===== config.mk =====
export PLATFORM = sky130hd
export DESIGN_NAME = pbsr_seq
export DESIGN_NICKNAME = d
export VERILOG_FILES = /design/src/rtl/project_box_to_screen_rect_top_macros.svh /design/src/rtl/pbsr_pkg.sv /design/src/rtl/pbsr_seq.sv
export SDC_FILE = /design/constraint.sdc
export NUM_CORES = 1
export LEC_CHECK = 0
export BUFFER_PORTS_ARGS = -buffer_cell sky130_fd_sc_hd__buf_2
export CAP_MARGIN = 15
export CORE_MARGIN = 10
export CORE_UTILIZATION = 56
export CTS_BUF_LIST = sky130_fd_sc_hd__clkbuf_16
export CTS_CLUSTER_SIZE = 12
export DETAILED_ROUTE_END_ITERATION = 8
export GPL_TIMING_DRIVEN = 0
export PLACE_DENSITY = 0.81
export SLEW_MARGIN = 40
export SYNTH_ARGS = -nofsm -noshare
export SYNTH_HDL_FRONTEND = slang
export SYNTH_SLANG_ARGS = --single-unit

===== constraint.sdc =====
create_clock -name clk_i -period 8.78 [get_ports clk_i]
set_input_delay 0.439 -clock clk_i [delete_from_list [all_inputs] [get_ports clk_i]]
set_output_delay 0.439 -clock clk_i [all_outputs]
set_load 0.03 [all_outputs]

===== src/rtl/project_box_to_screen_rect_top_macros.svh =====
// Assertion macros used by the box projection top level.
`ifndef PROJECT_BOX_TO_SCREEN_RECT_TOP_MACROS_SVH
`define PROJECT_BOX_TO_SCREEN_RECT_TOP_MACROS_SVH

// same-cycle implication, clocked on clk_i, off during reset
`define PBSR_CHK_IMPL(lbl, ante, cons) \
  lbl: assert property (@(posedge clk_i) disable iff (!rst_ni) (ante) |-> (cons)) \
    else $error("pbsr check failed");

// next-cycle implication
`define PBSR_CHK_NEXT(lbl, ante, cons) \
  lbl: assert property (@(posedge clk_i) disable iff (!rst_ni) (ante) |=> (cons)) \
    else $error("pbsr check failed");

`endif


===== src/rtl/pbsr_pkg.sv =====
// Types and constants for the box projection pipeline.
package pbsr_pkg;

  localparam int COORD_W     = 32;
  localparam int CLIP_W      = 49;
  localparam int MAG_W       = 48;
  localparam int QBITS       = 32;
  localparam int FRAC        = 16;
  localparam int NCH         = 3;
  localparam int NUM_CORNERS = 8;
  localparam int CORNER_W    = 3;
  localparam int CNT_W       = 4;
  localparam int DIM_W       = 14;
  localparam int PIX_W       = 48;
  localparam int CFG_IDX_W   = 8;
  localparam int CFG_DATA_W  = 64;

  localparam logic signed [COORD_W-1:0] ONE_Q16  = 32'sd65536;
  localparam logic signed [COORD_W-1:0] NEG_ONE  = -32'sd65536;
  localparam logic signed [COORD_W-1:0] SAT_MAX  = 32'sh7fff_ffff;
  localparam logic signed [COORD_W-1:0] SAT_MIN  = 32'sh8000_0000;

  typedef enum logic [CORNER_W-1:0] {
    REG_ROW0_XY, REG_ROW0_ZW, REG_ROW1_XY, REG_ROW1_ZW,
    REG_ROW2_XY, REG_ROW2_ZW, REG_ROW3_XY, REG_ROW3_ZW
  } reg_idx_e;

  typedef logic signed [COORD_W-1:0] coord_t;
  typedef logic [MAG_W-1:0]          mag_t;
  typedef logic [3:0][3:0][COORD_W-1:0] mat_t;

  typedef struct packed {
    logic vld;
    logic last;
    logic live;
  } tok_t;

  typedef struct packed {
    tok_t tok;
    logic wnz;
    logic wpos;
  } side_t;

  typedef struct packed {
    mag_t mc;
    logic neg;
    logic ovf;
  } div_in_t;

  typedef struct packed {
    logic [QBITS-1:0] q;
    logic             neg;
    logic             ovf;
  } div_out_t;

  function automatic coord_t sat32(input logic signed [PIX_W-1:0] v);
    coord_t r;
    if (v > PIX_W'(SAT_MAX)) r = SAT_MAX;
    else if (v < PIX_W'(SAT_MIN)) r = SAT_MIN;
    else r = v[COORD_W-1:0];
    return r;
  endfunction

endpackage


===== src/rtl/pbsr_seq.sv =====
// Corner sequencer: holds one box and issues its eight corners, one per cycle while adv_i is high.
module pbsr_seq (
  input  logic            clk_i,
  input  logic            rst_ni,
  input  logic            adv_i,
  input  logic            in_valid_i,
  output logic            in_ready_o,
  input  pbsr_pkg::coord_t box_min_x_i,
  input  pbsr_pkg::coord_t box_min_y_i,
  input  pbsr_pkg::coord_t box_min_z_i,
  input  pbsr_pkg::coord_t box_max_x_i,
  input  pbsr_pkg::coord_t box_max_y_i,
  input  pbsr_pkg::coord_t box_max_z_i,
  input  logic            box_valid_i,
  output pbsr_pkg::tok_t   tok_o,
  output pbsr_pkg::coord_t px_o,
  output pbsr_pkg::coord_t py_o,
  output pbsr_pkg::coord_t pz_o
);
  import pbsr_pkg::*;

  logic                busy_q, busy_d;
  logic [CORNER_W-1:0] k_q, k_d;
  logic                last_k, take;
  coord_t              lo_x_q, lo_y_q, lo_z_q, hi_x_q, hi_y_q, hi_z_q;
  logic                live_q;
  tok_t                tok_q;
  coord_t              px_q, py_q, pz_q;

  assign last_k     = (k_q == CORNER_W'(NUM_CORNERS - 1));
  assign in_ready_o = adv_i && (!busy_q || last_k);
  assign take       = in_valid_i && in_ready_o;

  always_comb begin
    busy_d = busy_q;
    k_d    = k_q;
    if (adv_i && busy_q) begin
      k_d = k_q + 1'b1;
      if (last_k) busy_d = 1'b0;
    end
    if (take) begin
      busy_d = 1'b1;
      k_d    = '0;
    end
  end

  always_ff @(posedge clk_i or negedge rst_ni) begin
    if (!rst_ni) begin
      busy_q <= 1'b0;
      k_q    <= '0;
      tok_q  <= '0;
    end else begin
      busy_q <= busy_d;
      k_q    <= k_d;
      if (adv_i) begin
        tok_q.vld  <= busy_q;
        tok_q.last <= last_k;
        tok_q.live <= live_q;
      end
    end
  end

  always_ff @(posedge clk_i) begin
    if (take) begin
      lo_x_q <= box_min_x_i;
      lo_y_q <= box_min_y_i;
      lo_z_q <= box_min_z_i;
      hi_x_q <= box_max_x_i;
      hi_y_q <= box_max_y_i;
      hi_z_q <= box_max_z_i;
      live_q <= box_valid_i;
    end
    if (adv_i) begin
      // corner bit 2 picks x, bit 1 y, bit 0 z
      px_q <= k_q[2] ? hi_x_q : lo_x_q;
      py_q <= k_q[1] ? hi_y_q : lo_y_q;
      pz_q <= k_q[0] ? hi_z_q : lo_z_q;
    end
  end

  assign tok_o = tok_q;
  assign px_o  = px_q;
  assign py_o  = py_q;
  assign pz_o  = pz_q;

endmodule


==> out/metrics.cfg <==
[routing]
ant_nets = 0
routed-via-count = 5091
drc = 0
dr.pass1.iters = 4
viasPerCell = 5.01
detail_route.wl_per_cell_um = 21.0
wl_mm = 21.4
drt_iter0_drc = 304

[logic_synthesis]
synthTopCellsByArea = edfxtp_1 82%, mux2_4 12%, buf_12 1.7%
ys_ff_latch = 296
async_reset_ff_share_pct = 2.36
synth_most_common_cell = edfxtp_1
yosys.area.top_type = edfxtp_1
yosys_warnings = 0
synth.avg_cell_area_um2 = 25.1
syn_area_um2 = 10600
synth_edf_count = 289
synth_top_area_share_pct = 81.8
synth_ff_type = edfxtp_1
ys_seq_area_share_pct = 83.4
synth_nets = 621
ys_top_cells_by_count = 289 x edfxtp_1, 88 x mux2_4, 10 x mux2_2, 9 x buf_12, 7 x dfrtp_1
synthCells = 422
yosys.cell_types.count = 15

[grt]
grt_max_degree = 55
grt_usage_pct = 16.4
grt_antenna_before_repair = 6
grt_pass1_wl_mm = 31.2
grt_pass1_vias = 5580
gr-total-overflow = 0

[die]
chipWidth_um = 158
start_util_pct = 56.7
fp.dieArea_um2 = 24900
core-area_um2 = 18700
num_rows = 50
die_y_um = 158
io_pins = 297

[timing]
slew_headroom_pct = 70.9
skew_ns = 0.00861
slew_violations = 0
fin_crit_sh_pct = 26.8
rsz0062_at_grt = no
final_period_minus_worst_setup_slack_ns = 2.35
tightest_slew_ns = 0.436
hold_viol = 0
fmax_mhz = 425
setup_viol = 0

[setup_path]
cp.required_ns = 8.99
worstPathMaxFanout = 45
cp-end-kind = flip-flop
start_kind = flip-flop
slowest_delay_ns = 0.45
cp.arrival_ns = 2.56
path_cells = ha_1 > ha_1 > inv_1 > a21boi_2 > and2_4 > buf_12 > buf_12
slowest_stage = and2_4
path_class = flip-flop to flip-flop

[finish]
final.fill_count = 1098
stdcell_count = 1017
drive_gt1_share_pct = 57.7
final_core_util_pct = 71.9
syn2layout_area_growth_pct = 26.6
nets = 955
multi_input_area_um2 = 1540
final-seq-area_um2 = 8850

[clock_tree]
cts_tree = yes
root_buffer = clkbuf_16
cts_sinks = 296
post_cts_buffers = 0
hold_buffers = 1
path_clk_slew_ns = 0.06
cts_buffer_depth = 3
clk_latency_ns = 0.53
numCtsBuffers = 30
cts_resized = 0
cts-htree-levels = 1

[power_and_ir_drop]
p_per_area_nw_per_um2 = 275
ir_drop_uv = 224
leakagePower_nw = 5.35

[placed_design]
gp_congestion = 0.779
dp.cells = 957
port_buffers = 296
hpwl_mm = 15.6

[status]
status = completed

[run]
cap_violations = 0

[hold_path]
hold_class = primary input to flip-flop

[through the flow]
step	power (mW)	hold WS, ns	cell area, µm²	setup WS [ns]	TNS (ns)
after floorplan	2.38	0.143	10600	2.66	0
after global placement	2.56	0.275	12400	-0.0521	-8.16
after detailed placement	2.58	0.287	12500	6.31	0
after CTS	3.73	0.0499	13400	6.40	0
after global routing	3.83	0.0498	13400	6.28	0
final	3.70	0.0761	13400	6.43	0
[power breakdown]
| part | leakage [nW] | switching [mW] | internal, mW |
|---|---|---|---|
| logic | 2.11 | 0.395 | 0.372 |
| registers | 2.76 | 0.0393 | 1.73 |
| clock network | 0.476 | 0.475 | 0.685 |
| total | 5.35 | 0.909 | 2.79 |
[state kept, by name (all words and copies together) (netlist names)]
name    flops
hi_x_q     32
hi_y_q     32
hi_z_q     32
lo_x_q     32
lo_y_q     32
lo_z_q     32
px_o       32
py_o       32
pz_o       32
k_q         3
tok_o       3
busy_q      1
live_q      1
[layout by cell type, fill, tap and decap left out]
| cell type | count |
|---|---|
| clkbuf_16 | 31 |
| clkinv_1 | 8 |
| buf_16 | 1 |
| buf_12 | 13 |
| bufinv_16 | 2 |
| ha_1 | 2 |
| o21ai_1 | 1 |
| a22o_1 | 3 |
| mux2_4 | 88 |
| nand2_1 | 2 |
| buf_6 | 3 |
| edfxtp_1 | 289 |
| buf_2 | 295 |
| o21ai_0 | 2 |
| dfrtp_1 | 7 |
| a21boi_2 | 1 |
| dlygate4sd3_1 | 1 |
| and2_4 | 1 |
| inv_1 | 13 |
| buf_8 | 1 |
| a21oi_2 | 1 |
| mux2_2 | 10 |
| diode_2 | 8 |
[worst paths after layout]
check	from	endpoint	slack (ns)	cells after the start
min reg2reg	live_q$_DFFE_PP_	tok_o[0]$_DFFE_PN0P_	0.51	1
max in group asynchronous	rst_ni	k_q[0]$_DFFE_PN0P_	8.31	2
max reg2reg	k_q[1]$_DFFE_PN0P_	lo_z_q[31]$_DFFE_PP_	6.43	7
max	k_q[1]$_DFFE_PN0P_	lo_z_q[31]$_DFFE_PP_	6.43	7
min in group asynchronous	rst_ni	tok_o[0]$_DFFE_PN0P_	0.30	2
min	box_max_x_i[26]	hi_x_q[26]$_DFFE_PP_	0.08	1
[worst max-delay path, delay by kind of cell (launching register included)]
kind,cells,cell delay [ns]
and+or+nand+nor,1,0.45
adders and majority gates,2,0.36
DFF,1,0.37
AOI/OAI and AO/OA,1,0.17
buffers and inverters,3,0.63
[per-layer routing]
metal | wire (µm) | vias to the layer above | GRT usage [%]
li1 | - | 2362 | -
met1 | 7660 | 2476 | 18.7
met2 | 11500 | 210 | 29.0
met3 | 1530 | 43 | 3.85
met4 | 660 | 0 | 6.86
met5 | 0 | - | 0
[cell families after synthesis]
group | count (synthesis) | share of synthesized area [%]
compound gates | 8 | 0.578
fa+ha+maj | 2 | 0.236
mux | 98 | 13.5
buf+inv | 15 | 2.12
flops | 296 | 83.4
simple gates | 3 | 0.130
[cell type report]
type / count / share of cell area (%)
Inverter: 3 / 0.0838
Multi-Input combinational cell: 111 / 11.4
Tap cell: 234 / 2.18
Clock buffer: 31 / 5.77
Sequential cell: 296 / 65.9
Timing Repair Buffer: 302 / 12.0
Clock inverter: 20 / 0.950
Buffer: 12 / 1.59
Antenna cell: 8 / 0.149
No activity file was read; power rests on OpenSTA's default activity.
