==> src/rtl/project_box_to_screen_rect_top_macros.svh <==
// Assertion macros used by the box projection top level.
`ifndef PROJECT_BOX_TO_SCREEN_RECT_TOP_MACROS_SVH
`define PROJECT_BOX_TO_SCREEN_RECT_TOP_MACROS_SVH

// same-cycle implication, clocked on clk_i, off during reset
`define PBSR_CHK_IMPL(lbl, ante, cons) \
  lbl: assert property (@(posedge clk_i) disable iff (!rst_ni) (ante) |-> (cons)) \
    else $error("pbsr check failed");

// next-cycle implication
`define PBSR_CHK_NEXT(lbl, ante, cons) \
  lbl: assert property (@(posedge clk_i) disable iff (!rst_ni) (ante) |=> (cons)) \
    else $error("pbsr check failed");

`endif

==> src/rtl/pbsr_pkg.sv <==
// Types and constants for the box projection pipeline.
package pbsr_pkg;

  localparam int COORD_W     = 32;
  localparam int CLIP_W      = 49;
  localparam int MAG_W       = 48;
  localparam int QBITS       = 32;
  localparam int FRAC        = 16;
  localparam int NCH         = 3;
  localparam int NUM_CORNERS = 8;
  localparam int CORNER_W    = 3;
  localparam int CNT_W       = 4;
  localparam int DIM_W       = 14;
  localparam int PIX_W       = 48;
  localparam int CFG_IDX_W   = 8;
  localparam int CFG_DATA_W  = 64;

  localparam logic signed [COORD_W-1:0] ONE_Q16  = 32'sd65536;
  localparam logic signed [COORD_W-1:0] NEG_ONE  = -32'sd65536;
  localparam logic signed [COORD_W-1:0] SAT_MAX  = 32'sh7fff_ffff;
  localparam logic signed [COORD_W-1:0] SAT_MIN  = 32'sh8000_0000;

  typedef enum logic [CORNER_W-1:0] {
    REG_ROW0_XY, REG_ROW0_ZW, REG_ROW1_XY, REG_ROW1_ZW,
    REG_ROW2_XY, REG_ROW2_ZW, REG_ROW3_XY, REG_ROW3_ZW
  } reg_idx_e;

  typedef logic signed [COORD_W-1:0] coord_t;
  typedef logic [MAG_W-1:0]          mag_t;
  typedef logic [3:0][3:0][COORD_W-1:0] mat_t;

  typedef struct packed {
    logic vld;
    logic last;
    logic live;
  } tok_t;

  typedef struct packed {
    tok_t tok;
    logic wnz;
    logic wpos;
  } side_t;

  typedef struct packed {
    mag_t mc;
    logic neg;
    logic ovf;
  } div_in_t;

  typedef struct packed {
    logic [QBITS-1:0] q;
    logic             neg;
    logic             ovf;
  } div_out_t;

  function automatic coord_t sat32(input logic signed [PIX_W-1:0] v);
    coord_t r;
    if (v > PIX_W'(SAT_MAX)) r = SAT_MAX;
    else if (v < PIX_W'(SAT_MIN)) r = SAT_MIN;
    else r = v[COORD_W-1:0];
    return r;
  endfunction

endpackage

==> src/rtl/pbsr_reduce.sv <==
// NDC saturation, per-box min/max and counts, pixel rectangle and result register.
module pbsr_reduce #(
  parameter int VIEW_WIDTH  = 640,
  parameter int VIEW_HEIGHT = 480
) (
  input  logic                    clk_i,
  input  logic                    rst_ni,
  input  logic                    adv_i,
  input  pbsr_pkg::side_t          side_i,
  input  pbsr_pkg::div_out_t [2:0] res_i,
  output logic                    out_valid_o,
  output logic                    projected_o,
  output logic                    view_hit_o,
  output logic [3:0]              corners_projected_o,
  output logic [3:0]              corners_inside_o,
  output pbsr_pkg::coord_t         depth_min_o,
  output pbsr_pkg::coord_t         depth_max_o,
  output pbsr_pkg::coord_t         pixel_left_o,
  output pbsr_pkg::coord_t         pixel_right_o,
  output pbsr_pkg::coord_t         pixel_top_o,
  output pbsr_pkg::coord_t         pixel_bottom_o
);
  import pbsr_pkg::*;

  localparam logic signed [DIM_W:0]     W_S   = (DIM_W+1)'(VIEW_WIDTH);
  localparam logic signed [DIM_W:0]     H_S   = (DIM_W+1)'(VIEW_HEIGHT);
  localparam logic signed [COORD_W-1:0] W_LIM = COORD_W'(VIEW_WIDTH * 65536);
  localparam logic signed [COORD_W-1:0] H_LIM = COORD_W'(VIEW_HEIGHT * 65536);
  localparam logic signed [COORD_W:0]   ONE_X = (COORD_W+1)'(ONE_Q16);

  // stage E: saturated NDC
  side_t  e_side_q;
  coord_t n_q [NCH];
  coord_t n_d [NCH];
  logic   cube;

  always_comb begin
    for (int i = 0; i < NCH; i++) begin
      if (res_i[i].ovf) n_d[i] = res_i[i].neg ? SAT_MIN : SAT_MAX;
      else if (res_i[i].neg) begin
        n_d[i] = (res_i[i].q > QBITS'(SAT_MIN)) ? SAT_MIN : -$signed(res_i[i].q);
      end else begin
        n_d[i] = res_i[i].q[QBITS-1] ? SAT_MAX : $signed(res_i[i].q);
      end
    end
  end

  // stage F: running reduction over a box
  logic [CNT_W-1:0] cnt_q, ins_q, cnt_n, ins_n;
  coord_t           mn_q [NCH];
  coord_t           mx_q [NCH];
  coord_t           mn_n [NCH];
  coord_t           mx_n [NCH];
  logic             proj, first;

  always_comb begin
    cube = 1'b1;
    for (int i = 0; i < NCH; i++) begin
      if (n_q[i] < NEG_ONE || n_q[i] > ONE_Q16) cube = 1'b0;
    end
    proj  = e_side_q.tok.vld && e_side_q.wnz;
    first = (cnt_q == '0);
    cnt_n = cnt_q + CNT_W'(proj);
    ins_n = ins_q + CNT_W'(proj && e_side_q.wpos && cube);
    for (int i = 0; i < NCH; i++) begin
      mn_n[i] = (proj && (first || n_q[i] < mn_q[i])) ? n_q[i] : mn_q[i];
      mx_n[i] = (proj && (first || n_q[i] > mx_q[i])) ? n_q[i] : mx_q[i];
    end
  end

  // stage G: finished box
  logic             g_vld_q;
  logic [CNT_W-1:0] g_cnt_q, g_ins_q;
  coord_t           g_mn_q [NCH];
  coord_t           g_mx_q [NCH];
  logic             box_done;

  assign box_done = e_side_q.tok.vld && e_side_q.tok.last;

  // stage H: viewport products
  logic                    h_vld_q;
  logic [CNT_W-1:0]        h_cnt_q, h_ins_q;
  coord_t                  h_dmin_q, h_dmax_q;
  logic signed [PIX_W-1:0] pl_q, pr_q, pt_q, pb_q;
  logic signed [COORD_W:0] sl, sr, st, sb;

  assign sl = {g_mn_q[0][COORD_W-1], g_mn_q[0]} + ONE_X;
  assign sr = {g_mx_q[0][COORD_W-1], g_mx_q[0]} + ONE_X;
  assign st = ONE_X - {g_mx_q[1][COORD_W-1], g_mx_q[1]};
  assign sb = ONE_X - {g_mn_q[1][COORD_W-1], g_mn_q[1]};

  // output stage
  logic   out_vld_q;
  logic   o_proj_q, o_ov_q;
  logic [CNT_W-1:0] o_cnt_q, o_ins_q;
  coord_t o_dmin_q, o_dmax_q, o_l_q, o_r_q, o_t_q, o_b_q;
  coord_t lft, rgt, top_v, bot_v;
  logic   ov, any;

  always_comb begin
    lft   = sat32(pl_q >>> 1);
    rgt   = sat32(pr_q >>> 1);
    top_v = sat32(pt_q >>> 1);
    bot_v = sat32(pb_q >>> 1);
    ov    = (rgt >= 0) && (lft <= W_LIM) && (bot_v >= 0) && (top_v <= H_LIM);
    any   = (h_cnt_q != '0);
  end

  always_ff @(posedge clk_i or negedge rst_ni) begin
    if (!rst_ni) begin
      e_side_q  <= '0;
      cnt_q     <= '0;
      ins_q     <= '0;
      g_vld_q   <= 1'b0;
      h_vld_q   <= 1'b0;
      out_vld_q <= 1'b0;
    end else if (adv_i) begin
      e_side_q  <= side_i;
      g_vld_q   <= box_done;
      h_vld_q   <= g_vld_q;
      out_vld_q <= h_vld_q;
      if (box_done) begin
        cnt_q <= '0;
        ins_q <= '0;
      end else begin
        cnt_q <= cnt_n;
        ins_q <= ins_n;
      end
    end
  end

  always_ff @(posedge clk_i) begin
    if (adv_i) begin
      n_q     <= n_d;
      mn_q    <= mn_n;
      mx_q    <= mx_n;
      g_cnt_q <= cnt_n;
      g_ins_q <= ins_n;
      g_mn_q  <= mn_n;
      g_mx_q  <= mx_n;
      h_cnt_q <= g_cnt_q;
      h_ins_q <= g_ins_q;
      h_dmin_q <= g_mn_q[2];
      h_dmax_q <= g_mx_q[2];
      pl_q    <= sl * W_S;
      pr_q    <= sr * W_S;
      pt_q    <= st * H_S;
      pb_q    <= sb * H_S;
      o_proj_q <= any;
      o_ov_q   <= any && ov;
      o_cnt_q  <= h_cnt_q;
      o_ins_q  <= any ? h_ins_q : '0;
      o_dmin_q <= any ? h_dmin_q : '0;
      o_dmax_q <= any ? h_dmax_q : '0;
      o_l_q    <= any ? lft : '0;
      o_r_q    <= any ? rgt : '0;
      o_t_q    <= any ? top_v : '0;
      o_b_q    <= any ? bot_v : '0;
    end
  end

  assign out_valid_o         = out_vld_q;
  assign projected_o         = o_proj_q;
  assign view_hit_o          = o_ov_q;
  assign corners_projected_o = o_cnt_q;
  assign corners_inside_o    = o_ins_q;
  assign depth_min_o         = o_dmin_q;
  assign depth_max_o         = o_dmax_q;
  assign pixel_left_o        = o_l_q;
  assign pixel_right_o       = o_r_q;
  assign pixel_top_o         = o_t_q;
  assign pixel_bottom_o      = o_b_q;

endmodule

==> config.mk <==
export PLATFORM = sky130hd
export DESIGN_NAME = pbsr_reduce
export DESIGN_NICKNAME = d
export VERILOG_FILES = /design/src/rtl/project_box_to_screen_rect_top_macros.svh /design/src/rtl/pbsr_pkg.sv /design/src/rtl/pbsr_reduce.sv
export SDC_FILE = /design/constraint.sdc
export NUM_CORES = 2
export LEC_CHECK = 0
export BUFFER_PORTS_ARGS = -buffer_cell sky130_fd_sc_hd__buf_2
export CORE_AREA = 4 4 366 368
export DETAILED_ROUTE_END_ITERATION = 12
export DIE_AREA = 0 0 370 372
export PLACE_DENSITY_LB_ADDON = 0.2
export SETUP_SLACK_MARGIN = 0.05
export SLEW_MARGIN = 10
export SYNTH_ARGS = -nofsm -noshare
export SYNTH_HDL_FRONTEND = slang
export SYNTH_SLANG_ARGS = --single-unit
==> constraint.sdc <==
create_clock -name clk_i -period 17 [get_ports clk_i]
set_input_delay 0.85 -clock clk_i [delete_from_list [all_inputs] [get_ports clk_i]]
set_output_delay 0.85 -clock clk_i [all_outputs]
set_load 0.02 [all_outputs]
==> reports/metrics.csv <==
metric;value;unit
status;completed;
synth.most_common_cell;edfxtp_1;
tightest_slew;1.166;ns
cts_resized;0;
setup_tns;0;ns
core;0.1308;mm2
h-tree-depth;3;
io_buffers;311;
crit_buf_inv;3;
synth_ff_type;edfxtp_1;
crit_family;simple AND/OR/NAND/NOR gates;
cts.clk_slew.worst_paths;0.06;ns
syn_area;0.04554;mm2
slowest_stage;or4_1;
cp-start-kind;register;
wirelength;106400;um
worst_ir_drop_vdd;88.03;uV
crit_required;17.39;ns
tritoncts;done;
wl_per_cell;16.84;um
timing.setup.critical_path_class;reg -> reg;
io_pins;313;
num_rows;133;
root_buffer;clkbuf_16;
hold_class;in -> async;
nets;5193;
synth_top_cell_by_area;edfxtp_1;
grt_pass1_wl;169800;um
syn_nets;4869;
clockBufferDepth;3;
path_cells;or3_1 > nand3b_1 > or4_1 > nand2b_1 > and2_1 > nor3_4 > nand3_1 > xnor2_1 > inv_1 > ha_1 > inv_1 > fa_1 > fa_1 > inv_1 > ha_1 > nand2_1 > nand2b_1 > a21oi_1 > o21bai_1 > a221o_1 > a211o_1 > a41oi_1 > o21bai_1 > xor2_1;
r2r-start;g_mx_q[35];
cts_setup_buffers;0;
hpwl;80110;um
cp_max_fo;7;
finalCritPeriodShare;0.3934;
placed_area;0.04913;mm2
fp.dieW;370;um
post-route-min-period;6.687;ns
antenna_left;0;
drc_errors;0;
ys_warn_count;0;
drt_iter0_drc;1831;
critPathMaxStageDelay;0.55;ns
synth_cell_types;89;
synth_top_area_frac;0.4642;
grt.total_usage;0.1538;
max-cap-violations;0;
syn-instance-count;4172;
synthArstFlopShare;0.02086;
cts.sinks;719;
arrival;7.07;ns
dieHeight;372;um
syn_avg_cell_area;10.92;um2
finalSetupViolCount;0;
ys_seq_area_frac;0.4724;
clock_latency;0.69;ns
path_common_cell;inv_1;
hold_viol;0;
synth_common_cells;edfxtp_1 (704), inv_1 (504), ha_1 (482), nor2_1 (417), a21oi_1 (285);
finalClockSkew;0.06152;ns
start_util;0.3482;
pre_cts_slack;10.45;ns
die_area;0.1376;mm2
cts-buffers-inserted;85;
grt_max_degree;148;
fmax;0.1495;GHz
synth.area.top_cells;edfxtp_1 (46%), ha_1 (13%), fa_1 (4.6%);
p_leak;21.67;nW
vias_per_cell;4.907;
p_total;6.312;mW
timing.final.ws_setup;10.31;ns
yosys_register_bits;719;
slew_headroom;0.2201;
gr-total-overflow;0;
gp_congestion;0.8325;
first_pass_iters;5;
num_vias;30990;
layout-drive-gt1-share;0.1141;
pwr_density_cell;121.5;mW/mm2
synth_edf_count;704;
drv_slew;0;
grt_pass1_vias;30640;
syn2layout_area_growth;14.05;%
antenna_found_initial;14;
hold_buffers;0;
design_area;0.05194;mm2
cp-end-kind;register;
rsz0062_at_grt;no;
startpoint;g_mx_q[35];
[power breakdown]
group,total [mW],switching [mW],leakage (nW),internal [mW]
clock network,1.83,0.763,1.34,1.07
registers,2.50,0.158,7.00,2.35
logic,1.97,1.15,13.3,0.825
total,6.31,2.07,21.7,4.24
[routing by layer]
metal,vias to the layer above,GRT usage,share of wire
met2,562,0.2420,0.45
met1,14670,0.2215,0.48
met4,4,0.03923,0.018
met5,-,0,0.00022
met3,121,0.02404,0.051
li1,15630,-,-
[path summary, 6_finish.rpt]
kind	to	slack, ns	cells after the start
worst max register to register	pt_q[40]	10.31	24
worst max-delay path	pt_q[40]	10.31	24
worst min-delay path	e_side_q[4]	0.06	1
max in group asynchronous	ins_q[2]	16.66	1
worst min register to register	h_cnt_q[0]	0.42	0
min in group clk_i	e_side_q[3]	0.38	2
[cell usage in the layout, fill, tap and decap left out, types with 16 or more instances in the layout]
cell	n
nand4_1	82
o22ai_1	56
o21ai_0	118
a21oi_1	284
a21o_1	126
and3_1	16
a211oi_1	18
nor3b_1	29
xnor2_1	204
nor2b_1	36
or2_2	16
o21bai_1	31
buf_2	310
nand3_1	63
and2_1	88
a31oi_1	29
o21a_1	34
xor2_1	47
edfxtp_1	704
fa_1	105
nor4_1	55
inv_1	503
nor3_1	74
clkbuf_16	86
buf_4	23
or3_1	39
ha_1	482
nor2_1	417
mux2i_1	18
nand2b_1	34
nand2_1	166
[through the flow]
| stage | hold WS (ns) | std cells | util |
|---|---|---|---|
| 2_1_floorplan | 0.4003 | 4172 | - |
| 3_3_place_gp | 0.4033 | 6164 | 0.3756 |
| 3_5_place_dp | 0.4070 | 6164 | 0.3756 |
| 4_1_cts | 0.008369 | 6311 | 0.3970 |
| 5_1_grt | 0.05016 | 6311 | 0.3970 |
| 6_report | 0.06304 | 6316 | 0.3971 |
[registers in the layout, summed over array words and instances, names as in the netlist, 37 cells and up]
name,cells
g_mx_q,96
pt_q,38
n_q,96
pr_q,37
g_mn_q,96
pb_q,38
pl_q,37
[layout make-up]
class                   count  area [um2]
multi-input cells        2850       21760
clock inverters            47       598.1
flip-flops and latches    719       21520
diodes                      5       12.51
well taps                1755        2196
fillers                 12810       78860
inverters                 505        1896
repair buffers            335        1759
clock buffers             100        2205
[cell families (layout without fill, tap and decap cells)]
kind of cell / after synthesis / in the layout / synth area share
and+or+nand+nor: 1177 / 1177 / 0.1314
AOI/OAI and AO/OA: 810 / 810 / 0.1121
DFF: 719 / 719 / 0.4724
buffers and inverters: 603 / 987 / 0.05157
adders and majority gates: 587 / 587 / 0.1786
xor gates and xnor gates: 251 / 251 / 0.04827
muxes: 25 / 25 / 0.005687
other: 0 / 5 / 0
Power figures use the tool's default switching activity.
